### src/otst_pkg.sv
// types, constants and codes shared by the one-shot timer slot table
// no dependencies
package otst_pkg;

   localparam int NUM_SLOTS_DEF = 32;
   localparam int RESULT_CAP    = 32;
   localparam int FCNT_W        = $clog2(RESULT_CAP + 1);

   typedef enum logic [1:0] {
      OP_SCHEDULE = 2'd0,
      OP_CANCEL   = 2'd1,
      OP_TICK     = 2'd2
   } op_type;

   typedef enum logic [2:0] {
      RES_OK              = 3'd0,
      RES_NO_FREE_SLOT    = 3'd1,
      RES_IGNORED_ZERO_ID = 3'd2,
      RES_NOT_FOUND       = 3'd3,
      RES_FIRED           = 3'd4
   } res_type;

   typedef enum logic [1:0] {
      ST_IDLE,
      ST_SCAN,
      ST_FINISH
   } state_type;

   typedef struct packed {
      logic [1:0]  op;
      logic [31:0] timer_id;
      logic [30:0] delay;
   } req_type;

   typedef struct packed {
      logic [2:0]  event_res;
      logic [31:0] event_id;
      logic        last_event;
   } rsp_type;

   typedef struct packed {
      logic [31:0] timer_id;
      logic [31:0] due_time;
   } slot_type;

endpackage

### src/one_shot_timer_slot_table.sv
// top level of the one-shot timer slot table: sequencer, slot ram and result register
// depends on otst_pkg, otst_ram and otst_rsp_reg
//
// A table of NUM_SLOTS one-shot timers keyed by nonzero 32-bit ids, with a
// millisecond counter. Ids and due times live in a ram read once per cycle;
// the active bits are flip-flops cleared at reset. Schedule, cancel and tick
// each sweep the whole ram before the last result goes out, later when the
// result channel stalls. A schedule or cancel with id 0 skips the sweep; op 3
// is accepted and gives no result. Fired events of a tick are held back one
// slot so the final one can carry last_event; at most 32 fire per tick, the
// rest on later ticks.
module one_shot_timer_slot_table import otst_pkg::*; #(
   parameter int NUM_SLOTS = NUM_SLOTS_DEF
) (
   input  logic    clock,
   input  logic    reset,
   input  logic    req_valid,
   output logic    req_ready,
   input  req_type req_data,
   output logic    rsp_valid,
   input  logic    rsp_ready,
   output rsp_type rsp_data
);

   localparam int IDX_W  = (NUM_SLOTS > 1) ? $clog2(NUM_SLOTS) : 1;
   localparam int SCNT_W = $clog2(NUM_SLOTS + 1);

   state_type              state_ff, state_in;
   req_type                item_ff, item_in;
   logic [31:0]            now_ff, now_in;
   logic [NUM_SLOTS-1:0]   act_ff, act_in;
   logic [SCNT_W-1:0]      rd_cnt_ff, rd_cnt_in;
   logic                   ev_valid_ff, ev_valid_in;
   logic [IDX_W-1:0]       ev_idx_ff, ev_idx_in;
   logic [FCNT_W-1:0]      fired_cnt_ff, fired_cnt_in;
   logic                   pend_valid_ff, pend_valid_in;
   logic [31:0]            pend_id_ff, pend_id_in;
   logic                   hit_ff, hit_in;
   logic [IDX_W-1:0]       hit_idx_ff, hit_idx_in;
   logic                   free_ff, free_in;
   logic [IDX_W-1:0]       free_idx_ff, free_idx_in;

   logic                   ram_we;
   logic [IDX_W-1:0]       ram_waddr;
   slot_type               ram_wdata;
   logic [IDX_W-1:0]       ram_raddr;
   slot_type               ram_rdata;

   logic                   push_valid;
   rsp_type                push_data;
   logic                   can_push;

   logic [31:0]            slot_diff;
   logic                   slot_due;
   logic                   slot_act;
   logic                   ev_fire;
   logic                   stall;
   logic [IDX_W-1:0]       sched_idx;
   res_type                fin_res;

   otst_ram #(
      .WIDTH ($bits(slot_type)),
      .DEPTH (NUM_SLOTS)
   ) u_ram (
      .clock (clock),
      .we    (ram_we),
      .waddr (ram_waddr),
      .wdata (ram_wdata),
      .raddr (ram_raddr),
      .rdata (ram_rdata)
   );

   otst_rsp_reg u_rsp (
      .clock      (clock),
      .reset      (reset),
      .push_valid (push_valid),
      .push_data  (push_data),
      .can_push   (can_push),
      .rsp_valid  (rsp_valid),
      .rsp_ready  (rsp_ready),
      .rsp_data   (rsp_data)
   );

   assign req_ready = (state_ff == ST_IDLE);

   assign slot_diff = ram_rdata.due_time - now_ff;
   assign slot_due  = (slot_diff == 32'd0) || slot_diff[31];
   assign slot_act  = act_ff[ev_idx_ff];
   assign ev_fire   = ev_valid_ff && (item_ff.op == OP_TICK) && slot_act && slot_due
                      && (fired_cnt_ff < FCNT_W'(RESULT_CAP));
   assign stall     = ev_fire && pend_valid_ff && !can_push;
   assign sched_idx = hit_ff ? hit_idx_ff : free_idx_ff;

   always_comb begin
      if (item_ff.timer_id == 32'd0) begin
         fin_res = RES_IGNORED_ZERO_ID;
      end else if (item_ff.op == OP_CANCEL) begin
         fin_res = hit_ff ? RES_OK : RES_NOT_FOUND;
      end else begin
         fin_res = (hit_ff || free_ff) ? RES_OK : RES_NO_FREE_SLOT;
      end
   end

   always_comb begin
      state_in      = state_ff;
      item_in       = item_ff;
      now_in        = now_ff;
      act_in        = act_ff;
      rd_cnt_in     = rd_cnt_ff;
      ev_valid_in   = ev_valid_ff;
      ev_idx_in     = ev_idx_ff;
      fired_cnt_in  = fired_cnt_ff;
      pend_valid_in = pend_valid_ff;
      pend_id_in    = pend_id_ff;
      hit_in        = hit_ff;
      hit_idx_in    = hit_idx_ff;
      free_in       = free_ff;
      free_idx_in   = free_idx_ff;
      ram_we        = 1'b0;
      ram_waddr     = sched_idx;
      ram_wdata     = '{timer_id: item_ff.timer_id,
                        due_time: now_ff + {1'b0, item_ff.delay}};
      ram_raddr     = rd_cnt_ff[IDX_W-1:0];
      push_valid    = 1'b0;
      push_data     = '{event_res: fin_res, event_id: item_ff.timer_id, last_event: 1'b1};

      unique case (state_ff)
         ST_IDLE: begin
            if (req_valid) begin
               item_in       = req_data;
               rd_cnt_in     = '0;
               ev_valid_in   = 1'b0;
               fired_cnt_in  = '0;
               pend_valid_in = 1'b0;
               hit_in        = 1'b0;
               free_in       = 1'b0;
               unique case (req_data.op) inside
                  OP_TICK: begin
                     now_in   = now_ff + 32'd1;
                     state_in = ST_SCAN;
                  end
                  OP_SCHEDULE, OP_CANCEL: begin
                     state_in = (req_data.timer_id == 32'd0) ? ST_FINISH : ST_SCAN;
                  end
                  default: ;
               endcase
            end
         end
         ST_SCAN: begin
            if (stall) begin
               ram_raddr = ev_idx_ff;
            end else begin
               if (rd_cnt_ff != SCNT_W'(NUM_SLOTS)) begin
                  ev_valid_in = 1'b1;
                  ev_idx_in   = rd_cnt_ff[IDX_W-1:0];
                  rd_cnt_in   = rd_cnt_ff + 1'b1;
               end else begin
                  ev_valid_in = 1'b0;
                  if (!ev_valid_ff) begin
                     state_in = ST_FINISH;
                  end
               end
               if (ev_fire) begin
                  act_in[ev_idx_ff] = 1'b0;
                  fired_cnt_in      = fired_cnt_ff + 1'b1;
                  pend_valid_in     = 1'b1;
                  pend_id_in        = ram_rdata.timer_id;
                  if (pend_valid_ff) begin
                     push_valid = 1'b1;
                     push_data  = '{event_res: RES_FIRED, event_id: pend_id_ff,
                                    last_event: 1'b0};
                  end
               end
               if (ev_valid_ff && (item_ff.op != OP_TICK)) begin
                  if (slot_act && (ram_rdata.timer_id == item_ff.timer_id) && !hit_ff) begin
                     hit_in     = 1'b1;
                     hit_idx_in = ev_idx_ff;
                  end
                  if (!slot_act && !free_ff) begin
                     free_in     = 1'b1;
                     free_idx_in = ev_idx_ff;
                  end
               end
            end
         end
         ST_FINISH: begin
            if (item_ff.op == OP_TICK) begin
               push_data = '{event_res: RES_FIRED, event_id: pend_id_ff, last_event: 1'b1};
               if (!pend_valid_ff) begin
                  state_in = ST_IDLE;
               end else if (can_push) begin
                  push_valid    = 1'b1;
                  pend_valid_in = 1'b0;
                  state_in      = ST_IDLE;
               end
            end else if (can_push) begin
               push_valid = 1'b1;
               state_in   = ST_IDLE;
               if (item_ff.timer_id != 32'd0) begin
                  if ((item_ff.op == OP_CANCEL) && hit_ff) begin
                     act_in[hit_idx_ff] = 1'b0;
                  end
                  if ((item_ff.op == OP_SCHEDULE) && (hit_ff || free_ff)) begin
                     ram_we            = 1'b1;
                     act_in[sched_idx] = 1'b1;
                  end
               end
            end
         end
         default: state_in = ST_IDLE;
      endcase
   end

   always_ff @(posedge clock) begin
      if (reset) begin
         state_ff      <= ST_IDLE;
         now_ff        <= '0;
         act_ff        <= '0;
         rd_cnt_ff     <= '0;
         ev_valid_ff   <= 1'b0;
         fired_cnt_ff  <= '0;
         pend_valid_ff <= 1'b0;
         hit_ff        <= 1'b0;
         free_ff       <= 1'b0;
      end else begin
         state_ff      <= state_in;
         now_ff        <= now_in;
         act_ff        <= act_in;
         rd_cnt_ff     <= rd_cnt_in;
         ev_valid_ff   <= ev_valid_in;
         fired_cnt_ff  <= fired_cnt_in;
         pend_valid_ff <= pend_valid_in;
         hit_ff        <= hit_in;
         free_ff       <= free_in;
      end
   end

   always_ff @(posedge clock) begin
      item_ff     <= item_in;
      ev_idx_ff   <= ev_idx_in;
      pend_id_ff  <= pend_id_in;
      hit_idx_ff  <= hit_idx_in;
      free_idx_ff <= free_idx_in;
   end

   // a tick transfer advances time by exactly one
   assert property (@(posedge clock) disable iff (reset)
      (req_valid && req_ready && (req_data.op == OP_TICK))
      |=> (now_ff == $past(now_ff) + 32'd1))
      else $error("tick did not advance time by one");

   // no fired event is left behind once the sequencer is back at rest
   assert property (@(posedge clock) disable iff (reset)
      (state_ff == ST_IDLE) |-> (!pend_valid_ff && !ev_valid_ff))
      else $error("held fired event or scan stage live while idle");

   // never more fired events per tick than the result limit
   assert property (@(posedge clock) disable iff (reset)
      fired_cnt_ff <= FCNT_W'(RESULT_CAP))
      else $error("fired count past limit");

   // slot ram is only written when a schedule result goes out
   assert property (@(posedge clock) disable iff (reset)
      ram_we |-> (push_valid && (state_ff == ST_FINISH) && (item_ff.op == OP_SCHEDULE)))
      else $error("slot ram written outside a schedule result");

endmodule

### src/otst_ram.sv
// generic single-port-write, single-port-read ram with registered read data
// no dependencies
module otst_ram #(
   parameter int WIDTH = 64,
   parameter int DEPTH = 32
) (
   input  logic                                       clock,
   input  logic                                       we,
   input  logic [$clog2((DEPTH > 1) ? DEPTH : 2)-1:0] waddr,
   input  logic [WIDTH-1:0]                           wdata,
   input  logic [$clog2((DEPTH > 1) ? DEPTH : 2)-1:0] raddr,
   output logic [WIDTH-1:0]                           rdata
);

   logic [WIDTH-1:0] mem_ff [DEPTH];
   logic [WIDTH-1:0] rdata_ff;

   always_ff @(posedge clock) begin
      if (we) begin
         mem_ff[waddr] <= wdata;
      end
      rdata_ff <= mem_ff[raddr];
   end

   assign rdata = rdata_ff;

endmodule

### src/otst_rsp_reg.sv
// one-entry output register for the result channel
// depends on otst_pkg
module otst_rsp_reg import otst_pkg::*; (
   input  logic    clock,
   input  logic    reset,
   input  logic    push_valid,
   input  rsp_type push_data,
   output logic    can_push,
   output logic    rsp_valid,
   input  logic    rsp_ready,
   output rsp_type rsp_data
);

   logic    full_ff;
   rsp_type data_ff;

   always_ff @(posedge clock) begin
      if (reset) begin
         full_ff <= 1'b0;
      end else if (push_valid) begin
         full_ff <= 1'b1;
      end else if (rsp_ready) begin
         full_ff <= 1'b0;
      end
   end

   always_ff @(posedge clock) begin
      if (push_valid) begin
         data_ff <= push_data;
      end
   end

   assign can_push  = !full_ff || rsp_ready;
   assign rsp_valid = full_ff;
   assign rsp_data  = data_ff;

endmodule

### config.mk
export PLATFORM = sky130hd
export DESIGN_NAME = one_shot_timer_slot_table
export DESIGN_NICKNAME = d
export VERILOG_FILES = /design/src/otst_pkg.sv /design/src/one_shot_timer_slot_table.sv /design/src/otst_ram.sv /design/src/otst_rsp_reg.sv
export SDC_FILE = /design/constraint.sdc
export NUM_CORES = 2
export LEC_CHECK = 0
export ABC_AREA = 1
export BUFFER_PORTS_ARGS = -buffer_cell sky130_fd_sc_hd__buf_2
export CAP_MARGIN = 20
export CORE_ASPECT_RATIO = 2
export CORE_MARGIN = 5
export CORE_UTILIZATION = 44
export DETAILED_ROUTE_END_ITERATION = 10
export GPL_ROUTABILITY_DRIVEN = 0
export RECOVER_POWER = 50
export SKIP_CTS_REPAIR_TIMING = 1
export SLEW_MARGIN = 20
export SYNTH_ARGS = -nofsm -noshare
export SYNTH_HDL_FRONTEND = slang
export SYNTH_SLANG_ARGS = --single-unit
### constraint.sdc
create_clock -name clock -period 8.4 [get_ports clock]
set_input_delay 1.26 -clock clock [delete_from_list [all_inputs] [get_ports clock]]
set_output_delay 1.26 -clock clock [all_outputs]
set_load 0.05 [all_outputs]
* After elaboration in Yosys (flattened, before gate mapping)
Memories as Yosys holds them, arrays and structs flattened. A register that Yosys moved wholly into a read port is not among the register bits. Cells that the tools add are included.
Word-level totals: register bits 231, bits in latches 0, bits in writable memories 2048, memory bits (read-only) 0, output and inout port bits 38, logic and storage cells 194, memories kept 1
Memory list:
- u_ram.mem_ff | words 32, width 64, rd ports 1, clocked after memory_dff 1, write ports 1, RTL line otst_ram.sv:15 | logic [WIDTH-1:0] mem_ff [DEPTH];
Operators by class: add/sub/neg operators 5, $mul 0, div/mod/pow operators 0, order comparisons 7, eq/ne operators 23, shift operators 0, multiplexer cells 83, bitwise operators 6, reductions and logical operators 49
Operators with widths (count):
- $mux 32 | 11
- $mux 36 | 4
- $logic_not 32->1 | 3
- $pmux 36 s2 | 1
- $and 32x32->32 | 2
- $not 32->32 | 2
- $pmux 32 s2 | 1
- $mux 1 | 34
- $add 32x1->32 const B | 1
- $add 32x31->32 | 1
- $eq 32x32->1 | 1
- $or 32x32->32 | 1
- $reduce_bool 32->1 | 1
- $sub 32x32->32 | 1
- $mux 6 | 5
- $ne 2x2->1 const B | 14
- $pmux 6 s2 | 2
- $mux 2 | 10
- $reduce_and 5->1 | 4
- $lt 5x6->1 const B | 3
- $reduce_and 4->1 | 4
- $demux 1 s5 | 3
- $ge 5x1->1 const B | 3
- $logic_and 1x1->1 | 15
- other kinds (23) | 46

* Logic depth before layout (Yosys ltp)
depth in word-level cells 17, depth in mapped cells 33

* Hierarchy
Synthesis repeated with hierarchy kept, for this count alone.
Unflattened totals: cells, all modules 8768, area total of the unflattened synthesis 97942.7 sq um
Modules (own cells, without submodules):
- otst_ram | times used 1, cells an instance 6768, area an instance 83022.1 sq um, sequential area each 62780.2 sq um
- one_shot_timer_slot_table | times used 1, cells an instance 1959, area an instance 13797.0 sq um, sequential area each 5004.8 sq um
- otst_rsp_reg | times used 1, cells an instance 41, area an instance 1123.6 sq um, sequential area each 1101.1 sq um

* Worst setup path after synthesis
No wires, ideal clock.
path kind input port to flip-flop, start input rsp_ready, end memory u_ram.mem_ff[31][0], enable pin, setup time 0.565 ns, data arrival time 6.205 ns, setup slack 1.630 ns, cell stages on the path 5, buffers on the path 1, cells stage by stage nor2_1 -> inv_1 -> nand3b_1 -> clkbuf_1 -> nor3_1
On the way: cells in the longest elaborated chain, start to end 6
Ends and longest elaborated chain:
- start: declaration | RTL line one_shot_timer_slot_table.sv:21 | input logic rsp_ready,
- $logic_or 1x1->1 | RTL line otst_rsp_reg.sv:33 | assign can_push = !full_ff || rsp_ready;
- $mux 1 | RTL line one_shot_timer_slot_table.sv:196 | end else if (can_push) begin
- $mux 1 | RTL line one_shot_timer_slot_table.sv:187 | if (item_ff.op == OP_TICK) begin
- $mux 1 | RTL line one_shot_timer_slot_table.sv:127 | unique case (state_ff)
- $mux 1 | RTL line otst_ram.sv:19 | if (we) begin
- $mux 1 (not written as such) | RTL line otst_ram.sv:20 | mem_ff[waddr] <= wdata;
- end: declaration | RTL line otst_ram.sv:15
No other way between the ends.

* Worst setup path after layout
start register item_ff[37] in the netlist's numbering, end memory u_ram.mem_ff[20][29], enable pin
On the way: cells in the longest elaborated chain, start to end 7
Ends and longest elaborated chain:
- start: declaration | RTL line one_shot_timer_slot_table.sv:29 | req_type item_ff, item_in;
- start signal: assignment | RTL line one_shot_timer_slot_table.sv:239 | item_ff <= item_in;
- $reduce_bool 32->1 | RTL line one_shot_timer_slot_table.sv:199 | if (item_ff.timer_id != 32'd0) begin
- $mux 1 | RTL line one_shot_timer_slot_table.sv:199
- $mux 1 | RTL line one_shot_timer_slot_table.sv:196
- $mux 1 | RTL line one_shot_timer_slot_table.sv:187
- $mux 1 | RTL line one_shot_timer_slot_table.sv:127
- $mux 1 | RTL line otst_ram.sv:19
- $mux 1 (not written as such) | RTL line otst_ram.sv:20
No other way between the ends.

==> out/results.ini <==
[floorplanning]
core_mm2=0.224
io_pins=107
chipHeight_um=682
die_w_um=346
die-area_mm2=0.236
floorplan.initialDensity_pct=44.2
row_count=246

[setup_path]
worst-setup-path-type=flop to flop
reg2reg_to=u_ram.mem_ff[20][29]$_DFFE_PP_
startpoint_type=flop
crit_arrival_ns=6.81
critPathMaxFanout=64
cpMaxStageDelayCell=clkbuf_2
crit_required_ns=8.19
critPathLaunch=item_ff[37]$_DFFE_PP_
cp-end-kind=flop
critPathMaxStageDelay_ns=1.84
rrSetupSlack_ns=1.38
r2r-start=item_ff[37]$_DFFE_PP_
cp_common_cell=clkbuf_1
reg2reg_depth=8
worstPathCellList=clkbuf_1, nor4_1, nand4_1, nor2_1, nand3b_1, clkbuf_1, nor3_2, clkbuf_2

[status]
violations=capacitance limit, slew limit
status=complete, but fails checks

[clock_network]
clk_pin_slew_ns=0.07
clk_root_buffer_cell=clkbuf_16
cts_made_buffers=209
h-tree-depth=4
clock_sinks=2343
clk_latency_ns=0.89
clockBufferDepth=4
cts_tree=done

[detailed_routing]
drc=0
wire_per_inst_um=26.3
wirelength_mm=319
viasPerCell=5.80
vias=70300
drt_iter0_markers=8136
antenna_left=0
drt_pass1_iterations=7

[power]
peakVddDrop_v=0.000245
p_total_uw=29200
power_density_mw_per_mm2=267
p_leak_uw=0.0403

[global_route]
grt_max_degree=143
antenna_found_initial=5
grt_usage_pct=26.1
grt_overflow_total=0
grt_pass1_vias=67900
grt_pass1_wl_mm=457

[min_path]
worstHoldEndpoint=pend_id_ff[31]$_DFFE_PP_
hold_path_depth=0
worst_hold_path_type=flop to flop
hp-start=u_ram.rdata[63]$_DFF_P_

[sta]
setup_tns_ns=0
max-slew-margin-rel_pct=-160
drv_slew=1328
skew_ns=0.115
rsz0062_at_grt=no
fin_crit_ns=7.02
finalSetupViolCount=0
fin_crit_sh_pct=83.6
setup_slack_ns=1.38
hold_violations=0
timing.fmax_ghz=0.142
tightest_slew_ns=3.90

[synth]
synth_cell_type_count=51
synth_seq_area_share_pct=69.4
synth_seq_cells=2343
synth-main-ff-cell=edfxtp_1
synth_edf_count=2196
synthCells=8956
synth_fp_nets=9097
synth_area_mm2=0.0992
ys_warn_count=0
ys_async_sr_fraction_pct=0
avgSynthCellArea_um2=11.1

[final_layout]
area_delta_synth_final_pct=10.1
final_common_cell=nand2_1
drive_gt1_share_pct=5.95
postLayoutCoreUtil_pct=48.7
nets=9119
layout_common_cells=2418 x nand2_1, 2196 x edfxtp_1, 2119 x nand3_1, 735 x inv_1, 212 x clkbuf_16

[placed_design]
dp_slack_ns=2.47
port-buffer-count=106
post-dp-hpwl_mm=167

[flow_run]
max_cap_viol_count=39

per-stage QoR:
step	hold slack, ns	area [µm²]	std cells
final	0.457	109000	12100
after global routing	0.462	109000	12100
after CTS	0.452	110000	12100
after detailed placement	0.438	103000	11700
after global placement	0.433	103000	11700
after floorplan	0.408	99200	8956
registers in the layout, summed over array words and instances (netlist names), 6 cells and up:
signal and flops:
u_ram.rdata 64, now_ff 32, pend_id_ff 32, act_ff 32
u_rsp.rsp_data 36, u_ram.mem_ff 2048, rd_cnt_ff 6, item_ff 65
fired_cnt_ff 6
critical path, delay by kind of cell, from the launching register on:
kind          cells  cell delay, ns
simple gates      5            1.66
flops             1            0.36
buf+inv           3            3.72
cells in the mapped netlist (2+ instances only):
library cell | number | area [µm²]
nand4_1 | 22 | 138
o21ai_1 | 10 | 50.1
nor2_1 | 148 | 556
nor4_1 | 23 | 144
nand3_1 | 2120 | 10600
nand3b_1 | 32 | 240
buf_2 | 324 | 1620
edfxtp_1 | 2196 | 65900
nor4b_1 | 2 | 17.5
nand2_4 | 2 | 22.5
nor2_2 | 2 | 12.5
o21bai_1 | 4 | 30.0
o21a_1 | 3 | 22.5
xor2_1 | 36 | 315
ha_1 | 70 | 876
a221oi_1 | 29 | 254
fa_1 | 2 | 40.0
a211oi_1 | 34 | 255
o31ai_1 | 3 | 22.5
buf_1 | 17 | 63.8
dfxtp_1 | 147 | 2940
o22ai_1 | 24 | 150
a22o_1 | 3 | 26.3
nor3b_1 | 3 | 22.5
inv_1 | 738 | 2770
xnor2_1 | 17 | 149
a31oi_1 | 9 | 56.3
nand2_2 | 5 | 31.3
a21o_1 | 4 | 30.0
a21oi_1 | 92 | 460
o21ai_2 | 2 | 17.5
buf_6 | 34 | 383
inv_2 | 17 | 63.8
buf_4 | 23 | 173
nor3_1 | 133 | 666
nand2_1 | 2417 | 9070
o21ai_0 | 99 | 495
and2_1 | 5 | 31.3
clkbuf_1 | 93 | 349
metal layers:
layer | wire (µm) | GRT usage [%]
met5 | 0 | 0
met4 | 22200 | 15.2
met3 | 24400 | 3.13
met2 | 158000 | 45.7
met1 | 114000 | 31.0
logic make-up after synthesis:
family / synth area share, %
XOR/XNOR: 0.468
buffers and inverters: 5.47
AND/OR/NAND/NOR: 21.8
AO/OA/AOI/OAI: 1.92
adder cells (fa/ha/maj): 0.923
flip-flops: 69.4
area by class of cell:
class                           instances  area [µm²]
Antenna cell                            2        5.00
Clock buffer                          276        5660
Clock inverter                         97         787
Fill cell                           19800      115000
Inverter                              756        2860
Multi-Input combinational cell       5366       25300
Sequential cell                      2343       68900
Tap cell                             2976        3720
Timing Repair Buffer                  302        2110
power by group:
| group | internal [µW] | switching (µW) |
|---|---|---|
| Sequential | 13700 | 304 |
| Clock | 5040 | 4280 |
| Combinational | 1480 | 4440 |
how the worst max path moves through the flow:
stage | to | slack [ns] | cells after the start
global route | u_ram.mem_ff[20][29]$_DFFE_PP_ | 1.22 | 8
CTS | u_ram.rdata[7]$_DFF_P_ | 2.44 | 28
finish | u_ram.mem_ff[20][29]$_DFFE_PP_ | 1.38 | 8
global placement | u_ram.rdata[7]$_DFF_P_ | 2.36 | 28
detailed placement | u_ram.rdata[7]$_DFF_P_ | 2.47 | 27
floorplan | u_ram.mem_ff[31][0]$_DFFE_PP_ | 1.63 | 5
Power figures use the tool's default switching activity.
